$ cat src/sv/sha_pkg.sv
// ----------------------------------------------------------------------------
// SHA-256 engine package
// Shared types, round constants and initial hash values for the SHA-256
// engine and its compression core.
// ----------------------------------------------------------------------------
package sha_pkg;

  // One input word of the message stream.
  typedef struct packed {
    logic [31:0] data_word;
    logic [2:0]  valid_bytes;
    logic        last_word;
  } in_word_t;

  // One digest word on the result channel.
  typedef struct packed {
    logic [31:0] digest_word;
    logic [2:0]  word_index;
    logic        last_result;
  } out_word_t;

  // Commands from the sequencer to the compression core.
  typedef struct packed {
    logic start;
    logic init_hash;
  } core_ctrl_t;

  typedef enum logic [2:0] {
    ST_IDLE,
    ST_INSERT,
    ST_PAD,
    ST_LEN,
    ST_LOAD,
    ST_COMPRESS,
    ST_DIGEST
  } state_e;

  localparam int unsigned NumRounds = 64;
  localparam int unsigned RoundW    = 6;

  localparam logic [7:0][31:0] HashInit = {
    32'h5be0cd19, 32'h1f83d9ab, 32'h9b05688c, 32'h510e527f,
    32'ha54ff53a, 32'h3c6ef372, 32'hbb67ae85, 32'h6a09e667
  };

  localparam logic [7:0] PadByte = 8'h80;

  function automatic logic [31:0] round_const(input logic [RoundW-1:0] t);
    logic [31:0] k;
    case (t)
      6'd0:  k = 32'h428a2f98;  6'd1:  k = 32'h71374491;
      6'd2:  k = 32'hb5c0fbcf;  6'd3:  k = 32'he9b5dba5;
      6'd4:  k = 32'h3956c25b;  6'd5:  k = 32'h59f111f1;
      6'd6:  k = 32'h923f82a4;  6'd7:  k = 32'hab1c5ed5;
      6'd8:  k = 32'hd807aa98;  6'd9:  k = 32'h12835b01;
      6'd10: k = 32'h243185be;  6'd11: k = 32'h550c7dc3;
      6'd12: k = 32'h72be5d74;  6'd13: k = 32'h80deb1fe;
      6'd14: k = 32'h9bdc06a7;  6'd15: k = 32'hc19bf174;
      6'd16: k = 32'he49b69c1;  6'd17: k = 32'hefbe4786;
      6'd18: k = 32'h0fc19dc6;  6'd19: k = 32'h240ca1cc;
      6'd20: k = 32'h2de92c6f;  6'd21: k = 32'h4a7484aa;
      6'd22: k = 32'h5cb0a9dc;  6'd23: k = 32'h76f988da;
      6'd24: k = 32'h983e5152;  6'd25: k = 32'ha831c66d;
      6'd26: k = 32'hb00327c8;  6'd27: k = 32'hbf597fc7;
      6'd28: k = 32'hc6e00bf3;  6'd29: k = 32'hd5a79147;
      6'd30: k = 32'h06ca6351;  6'd31: k = 32'h14292967;
      6'd32: k = 32'h27b70a85;  6'd33: k = 32'h2e1b2138;
      6'd34: k = 32'h4d2c6dfc;  6'd35: k = 32'h53380d13;
      6'd36: k = 32'h650a7354;  6'd37: k = 32'h766a0abb;
      6'd38: k = 32'h81c2c92e;  6'd39: k = 32'h92722c85;
      6'd40: k = 32'ha2bfe8a1;  6'd41: k = 32'ha81a664b;
      6'd42: k = 32'hc24b8b70;  6'd43: k = 32'hc76c51a3;
      6'd44: k = 32'hd192e819;  6'd45: k = 32'hd6990624;
      6'd46: k = 32'hf40e3585;  6'd47: k = 32'h106aa070;
      6'd48: k = 32'h19a4c116;  6'd49: k = 32'h1e376c08;
      6'd50: k = 32'h2748774c;  6'd51: k = 32'h34b0bcb5;
      6'd52: k = 32'h391c0cb3;  6'd53: k = 32'h4ed8aa4a;
      6'd54: k = 32'h5b9cca4f;  6'd55: k = 32'h682e6ff3;
      6'd56: k = 32'h748f82ee;  6'd57: k = 32'h78a5636f;
      6'd58: k = 32'h84c87814;  6'd59: k = 32'h8cc70208;
      6'd60: k = 32'h90befffa;  6'd61: k = 32'ha4506ceb;
      6'd62: k = 32'hbef9a3f7;  6'd63: k = 32'hc67178f2;
      default: k = 32'h0;
    endcase
    return k;
  endfunction

endpackage

$ cat src/sv/sha_core.sv
// ----------------------------------------------------------------------------
// SHA-256 compression core
// Holds the hash state and runs one compression round per cycle on a
// loaded 16-word block, then folds the working variables into the hash.
// ----------------------------------------------------------------------------
module sha_core import sha_pkg::*; (
  input  logic             clk_i,
  input  logic             rst_ni,
  input  core_ctrl_t       ctrl_i,
  input  logic [15:0][31:0] block_i,
  output logic             done_o,
  output logic [7:0][31:0] hash_o
);

  function automatic logic [31:0] bsig0(input logic [31:0] x);
    return {x[1:0], x[31:2]} ^ {x[12:0], x[31:13]} ^ {x[21:0], x[31:22]};
  endfunction

  function automatic logic [31:0] bsig1(input logic [31:0] x);
    return {x[5:0], x[31:6]} ^ {x[10:0], x[31:11]} ^ {x[24:0], x[31:25]};
  endfunction

  function automatic logic [31:0] ssig0(input logic [31:0] x);
    return {x[6:0], x[31:7]} ^ {x[17:0], x[31:18]} ^ {3'b000, x[31:3]};
  endfunction

  function automatic logic [31:0] ssig1(input logic [31:0] x);
    return {x[16:0], x[31:17]} ^ {x[18:0], x[31:19]} ^ {10'b0, x[31:10]};
  endfunction

  logic [7:0][31:0]  hash_q;
  logic [7:0][31:0]  v_q;
  logic [15:0][31:0] w_q;
  logic [RoundW-1:0] cnt_q;
  logic              busy_q;
  logic              fin_q;

  logic [31:0] w_new;
  logic [31:0] t1;
  logic [31:0] t2;

  // The schedule is a shift line: w_q[0] is the word of the current round.
  assign w_new = ssig1(w_q[14]) + w_q[9] + ssig0(w_q[1]) + w_q[0];

  assign t1 = v_q[7] + bsig1(v_q[4]) + ((v_q[4] & v_q[5]) ^ (~v_q[4] & v_q[6]))
            + round_const(cnt_q) + w_q[0];
  assign t2 = bsig0(v_q[0]) + ((v_q[0] & v_q[1]) ^ (v_q[0] & v_q[2]) ^ (v_q[1] & v_q[2]));

  always_ff @(posedge clk_i or negedge rst_ni) begin
    if (!rst_ni) begin
      busy_q <= 1'b0;
      fin_q  <= 1'b0;
      cnt_q  <= '0;
      hash_q <= HashInit;
    end else begin
      fin_q <= 1'b0;
      if (ctrl_i.start) begin
        busy_q <= 1'b1;
        cnt_q  <= '0;
      end else if (busy_q) begin
        cnt_q <= cnt_q + 1'b1;
        if (cnt_q == RoundW'(NumRounds - 1)) begin
          busy_q <= 1'b0;
          fin_q  <= 1'b1;
        end
      end
      if (ctrl_i.init_hash) begin
        hash_q <= HashInit;
      end else if (fin_q) begin
        for (int i = 0; i < 8; i++) begin
          hash_q[i] <= hash_q[i] + v_q[i];
        end
      end
    end
  end

  always_ff @(posedge clk_i) begin
    if (ctrl_i.start) begin
      v_q <= hash_q;
      w_q <= block_i;
    end else if (busy_q) begin
      v_q <= {v_q[6:4], v_q[3] + t1, v_q[2:0], t1 + t2};
      w_q <= {w_new, w_q[15:1]};
    end
  end

  assign done_o = fin_q;
  assign hash_o = hash_q;

endmodule

$ cat config.mk
export PLATFORM = sky130hd
export DESIGN_NAME = sha_core
export DESIGN_NICKNAME = d
export VERILOG_FILES = /design/src/sv/sha_pkg.sv /design/src/sv/sha_core.sv
export SDC_FILE = /design/constraint.sdc
export NUM_CORES = 2
export LEC_CHECK = 0
export ABC_CLOCK_PERIOD_IN_PS = 11600
export BUFFER_PORTS_ARGS = -buffer_cell sky130_fd_sc_hd__buf_2
export CAP_MARGIN = 20
export CORE_MARGIN = 5
export CORE_UTILIZATION = 40
export DETAILED_ROUTE_END_ITERATION = 8
export PLACE_DENSITY = 0.66
export RECOVER_POWER = 50
export SYNTH_ARGS = -nofsm -noshare
export SYNTH_HDL_FRONTEND = slang
export SYNTH_SLANG_ARGS = --single-unit
$ cat constraint.sdc
create_clock -name clk_i -period 11.6 [get_ports clk_i]
set_input_delay 0.58 -clock clk_i [delete_from_list [all_inputs] [get_ports clk_i]]
set_output_delay 0.58 -clock clk_i [all_outputs]
set_load 0.05 [all_outputs]
Word level (Yosys, flattened, before mapping)
Memory sizes are Yosys's and may differ from the RTL's.
Cells that the tools add are included.
{ "word_totals": {"rom_bits": 2048, "mem_count": 1, "inputBits": 516, "latch_bits": 0, "register_bits": 1032, "ramBits": 0} }
{ "op_classes": {"mul": 0, "add_sub_neg": 19, "magnitude_cmp": 0, "div_mod_pow": 0, "reduce_logical": 2, "n_eq_ne": 1, "shift": 0, "bitwise_logic": 17, "muxes": 14} }
{ "memory_table": {"columns": ["memory", "depth", "width", "rd", "rd_ports_with_merged_regs", "wr", "line_no", "text"], "rows": [
  ["(name not given)", 64, 32, 1, 0, 0, "sha_pkg.sv:50", "case (t)"]
]} }
{ "op_table": {"columns": ["cell", "n"], "rows": [
  ["two-way mux 256 bit", 4],
  ["two-way mux 512 bit", 2],
  ["adder 32 bit", 18],
  ["XOR 32 bit", 9],
  ["bitwise AND 32 bit", 5],
  ["inverter 32 bit", 1],
  ["XOR 32 x 22 -> 32 bit", 1],
  ["XOR 32 x 29 -> 32 bit", 1],
  ["two-way mux 6 bit", 2],
  ["adder 6 x 1 -> 6 bit (second input constant)", 1],
  ["== test 6 bit (second input constant)", 1],
  ["two-way mux 1 bit", 6],
  ["nonzero test 2 bit", 2]
]} }

Depth between registers and ports, before layout
{ "depth": {"depth_word": 9, "mapped_depth": 37, "depth_no_buf": 36} }

Worst setup path before layout
Ideal clock, no wire load.
{ "synth_path": {"kind": "input-to-reg", "start": "input port ctrl_i[1] (netlist bit)", "end": "register v_q[0] (netlist bit) (enable)", "n_path_buf": 3, "arrival_ns": 10.580, "cell_stages": 4, "required_ns": 10.778, "setup_ns": 0.822, "setup_slack_ns": 0.198, "path_cell_list": "clkbuf_1 > clkbuf_1 > buf_1 > or2_2"} }
{ "synth_via": {"elab_chain_cells": 1} }
{ "synth_lines": {"columns": ["element", "line_no", "text"], "rows": [
  ["start, declared", "sha_core.sv:9", "input core_ctrl_t ctrl_i,"],
  ["nonzero test 2 bit (no line)", null, null],
  ["end signal, assigned", "sha_core.sv:79", "v_q <= hash_q;"],
  ["end signal, assigned", "sha_core.sv:82", "v_q <= {v_q[6:4], v_q[3] + t1, v_q[2:0], t1 + t2};"],
  ["end, declared", "sha_core.sv:32", "logic [7:0][31:0] v_q;"]
]} }
Every way passes these cells.
A chain may end at the register's enable or synchronous reset.

Worst setup path in the final report
{ "layout_path": {"start": "input port ctrl_i[1] (netlist bit)", "end": "register v_q[158] (netlist bit), data pin"} }
{ "layout_via": {"elab_chain_cells": 1} }
{ "layout_lines": {"columns": ["element", "line_no", "text"], "rows": [
  ["two-way mux 256 bit", "sha_core.sv:78", "if (ctrl_i.start) begin"]
]} }
Every way passes these cells.

==> summary.md <==
| Metric | Value |
|---|---|
| Slowest CP cell | clkbuf_1 |
| Total CTS buffers | 118 |
| Gpl congestion | 0.983 |
| Max FO, Critical Path | 99 |
| Via count | 55900 |
| First-pass GRT wire length | 394000 um |
| Synth Net Count | 7642 |
| Min Tclk post-route | 10.17 ns |
| Initial Utilization | 0.402 |
| Routed WL per cell | 29.0 um |
| CTS clk-pin slew, worst paths | 0.06 ns |
| H-tree levels | 3 |
| Multi-input combinational cell area | 0.0380 sq mm |
| FMAX | 98.3 MHz |
| Iteration-0 DRC Markers | 6449 |
| Seq cells post-synth | 1032 |
| Vias in the first global route | 53800 |
| Max capacitance violation total | 19 |
| Post-Syn Area | 0.0707 sq mm |
| Proportion of synthesized chip area in sequential cells | 0.422 |
| Violated checks | capacitance limit, slew limit |
| Max Transition Viols Final | 1261 |
| Setup WS post-layout | 1.43 ns |
| Residual DRC count | 0 |
| I/O Buffers | 772 |
| Req. time, crit path | 12.11 ns |
| Antenna viol nets, final | 0 |
| Yosys warns | 0 |
| CP cell instances | clkbuf_1 -> clkbuf_1 -> clkbuf_1 -> buf_4 -> nor2_1 -> a221oi_1 -> o211ai_1 |
| Prevailing post-synth register cell | edfxtp_1 |
| Final layout net count | 8313 |
| Final period utilization | 0.877 |
| Clock sinks | 1032 |
| Clk_skew | 0.0607 ns |
| Post-synth ARST share | 0.256 |
| Most frequent CP cell | clkbuf_1 |
| Share of post-route cells with drive strength above 1 | 0.215 |
| Actual slew at the worst max-slew pin | 5.04 ns |
| HP Class | primary input to flop |
| Initial antenna violation count | 53 |
| Number of flops mapped to enable cells by yosys | 768 |
| Arr. time, crit path | 10.68 ns |
| Die area | 0.185 sq mm |
| Slowest Stage Delay on Critical Path | 3.45 ns |
| Grt total ovfl | 0 |
| Die height | 431 um |
| Post-CTS Setup Inserts | 0 |
| Post-DP HPWL | 218000 um |
| Layout filler cell count | 16500 |
| Setup_tns | 0 ns |
| DIE WIDTH | 431 um |
| Cells after synthesis | 6531 |
| CTS root buffer | clkbuf_16 |
| Post-synth cell types | 103 |
| Clock insertion delay at the later pin of the skew report | 0.82 ns |
| Vias per std cell | 5.78 |
| Setup WS pre-CTS | 2.11 ns |
| Total core area | 0.176 sq mm |
| Clk buf depth | 3 |
| WL final | 280000 um |
| Largest net degree at the start of global routing | 161 |
| Slew HR | -2.36 |
| Outcome | finished, violations left |
| Row Count | 154 |
| Ports | 773 |
| Critical path launch point type | primary input |
| Setup crit end kind | flop |
| TritonCTS clock tree | yes |
| Final setup violation count | 0 |
| Router iterations before antenna repair | 7 |
| Critical path class | primary input to flop |
| RSZ-0062 raised after global routing | false |
| GRT Overall Usage | 0.291 |
| Avg Inst Size Synth | 10.8 sq um |
| Register Area | 0.0298 sq mm |
| Hold Fails Final Rpt | 0 |
| Synth-to-Final Area Change | 14.1% |
[flip-flops by register name, summed over array words and instances, names as in the netlist]
register	cells
busy_q	1
cnt_q	6
done_o	1
hash_o	256
v_q	256
w_q	512
[placed cells by master, fill, tap and decap left out, types with 52 or more instances in the layout]
cell type / n
edfxtp_1: 768
mux2_2: 608
buf_2: 514
inv_1: 479
o21ai_0: 452
nand2_1: 434
ha_1: 399
a21oi_1: 395
nor2_1: 382
xnor2_1: 329
clkbuf_1: 299
xor2_1: 220
a21o_1: 200
fa_1: 196
dfstp_2: 136
dfrtp_1: 125
clkbuf_16: 119
mux2i_1: 90
nand3_1: 73
mux2_1: 73
a211oi_1: 69
nor3_1: 62
o21a_1: 60
buf_4: 60
nand2b_1: 53
o211ai_1: 52
[cells by family after synthesis]
logic type | synth area share
AOI/OAI and AO/OA | 0.142
adders and majority gates | 0.126
DFF | 0.422
buffers and inverters | 0.0417
muxes | 0.123
xor gates and xnor gates | 0.0683
and+or+nand+nor | 0.0773
[stage by stage]
stage / instances / cell area, sq um / hold WS (ns) / utilization
finish: 9673 / 80700 / 0.0634 / 0.458
global route: 9666 / 80700 / 0.0461 / 0.458
detailed placement: 9420 / 77100 / 0.497 / 0.438
CTS: 9644 / 81100 / 0.00204 / 0.460
global placement: 9419 / 77100 / 0.494 / 0.438
floorplan: 6531 / 70700 / 0.284 / -
[routing by layer]
metal  track usage  wire length (um)  up-vias
met5             0                68        -
met2         0.429            121000     2607
met3        0.0807             28900      428
met1         0.414            121000    27900
met4        0.0969             10200       10
li1              -                 -    24900
[path summary, 6_finish.rpt]
kind	from	to	slack, ns	depth (start not counted)
max in group asynchronous	rst_ni	cnt_q[4]	2.90	4
min reg2reg	hash_o[217]	hash_o[217]	0.51	2
max	ctrl_i[1]	v_q[158]	1.43	7
min in group asynchronous	rst_ni	hash_o[8]	1.78	2
max reg2reg	cnt_q[1]	v_q[31]	1.86	31
min	block_i[267]	w_q[267]	0.06	3
[layout make-up]
class | instances | share of cell area
Sequential cell | 1032 | 0.370
Tap cell | 2340 | 0.0363
Multi-Input combinational cell | 4714 | 0.470
Clock buffer | 152 | 0.0390
Timing Repair Buffer | 851 | 0.0508
Inverter | 485 | 0.0226
Antenna cell | 29 | 0.000899
Clock inverter | 70 | 0.0105
[cell usage after synthesis (10+ instances only)]
library cell	n	area, sq um
xor2_1	220	1930
and2_1	17	106
ha_1	399	4990
clkbuf_1	259	972
fa_1	196	3920
inv_1	482	1810
dfrtp_1	128	3200
a221oi_1	12	105
o21ai_0	452	2260
buf_1	38	143
or2_2	19	119
nor3b_1	14	105
a21oi_1	395	1980
or3_1	25	156
nor4_1	11	68.8
and3_1	35	219
nand2_1	435	1630
o21a_1	60	450
a311oi_1	15	131
a211o_1	25	219
nor3_1	62	310
mux2i_1	90	901
o311ai_0	16	140
o21bai_1	45	338
nor2b_1	44	275
a31oi_1	36	225
mux2_2	680	7660
xnor2_1	329	2880
o211ai_1	52	390
a211oi_1	69	518
nand3_1	73	365
nor2_1	383	1440
edfxtp_1	768	23100
a21o_1	200	1500
a2111oi_0	10	87.6
dfstp_2	136	3570
nand2b_1	53	332
o21ai_1	17	85.1
o31ai_1	33	248
nand4_1	20	125
[timing repair]
item                       in CTS  in global routing
hold endpoints to repair       25                  0
hold buffers                    2                  0
setup endpoints to repair       0                  0
resized for setup               0                  0
[worst max-delay path: cells and delay by family]
family                 cells  cell delay [ns]
buffers and inverters      4             9.24
AOI/OAI and AO/OA          2             0.44
and+or+nand+nor            1             0.15
Power is not shown: default switching activity piles up to over one toggle a cycle in this logic, so the estimate is an artifact.
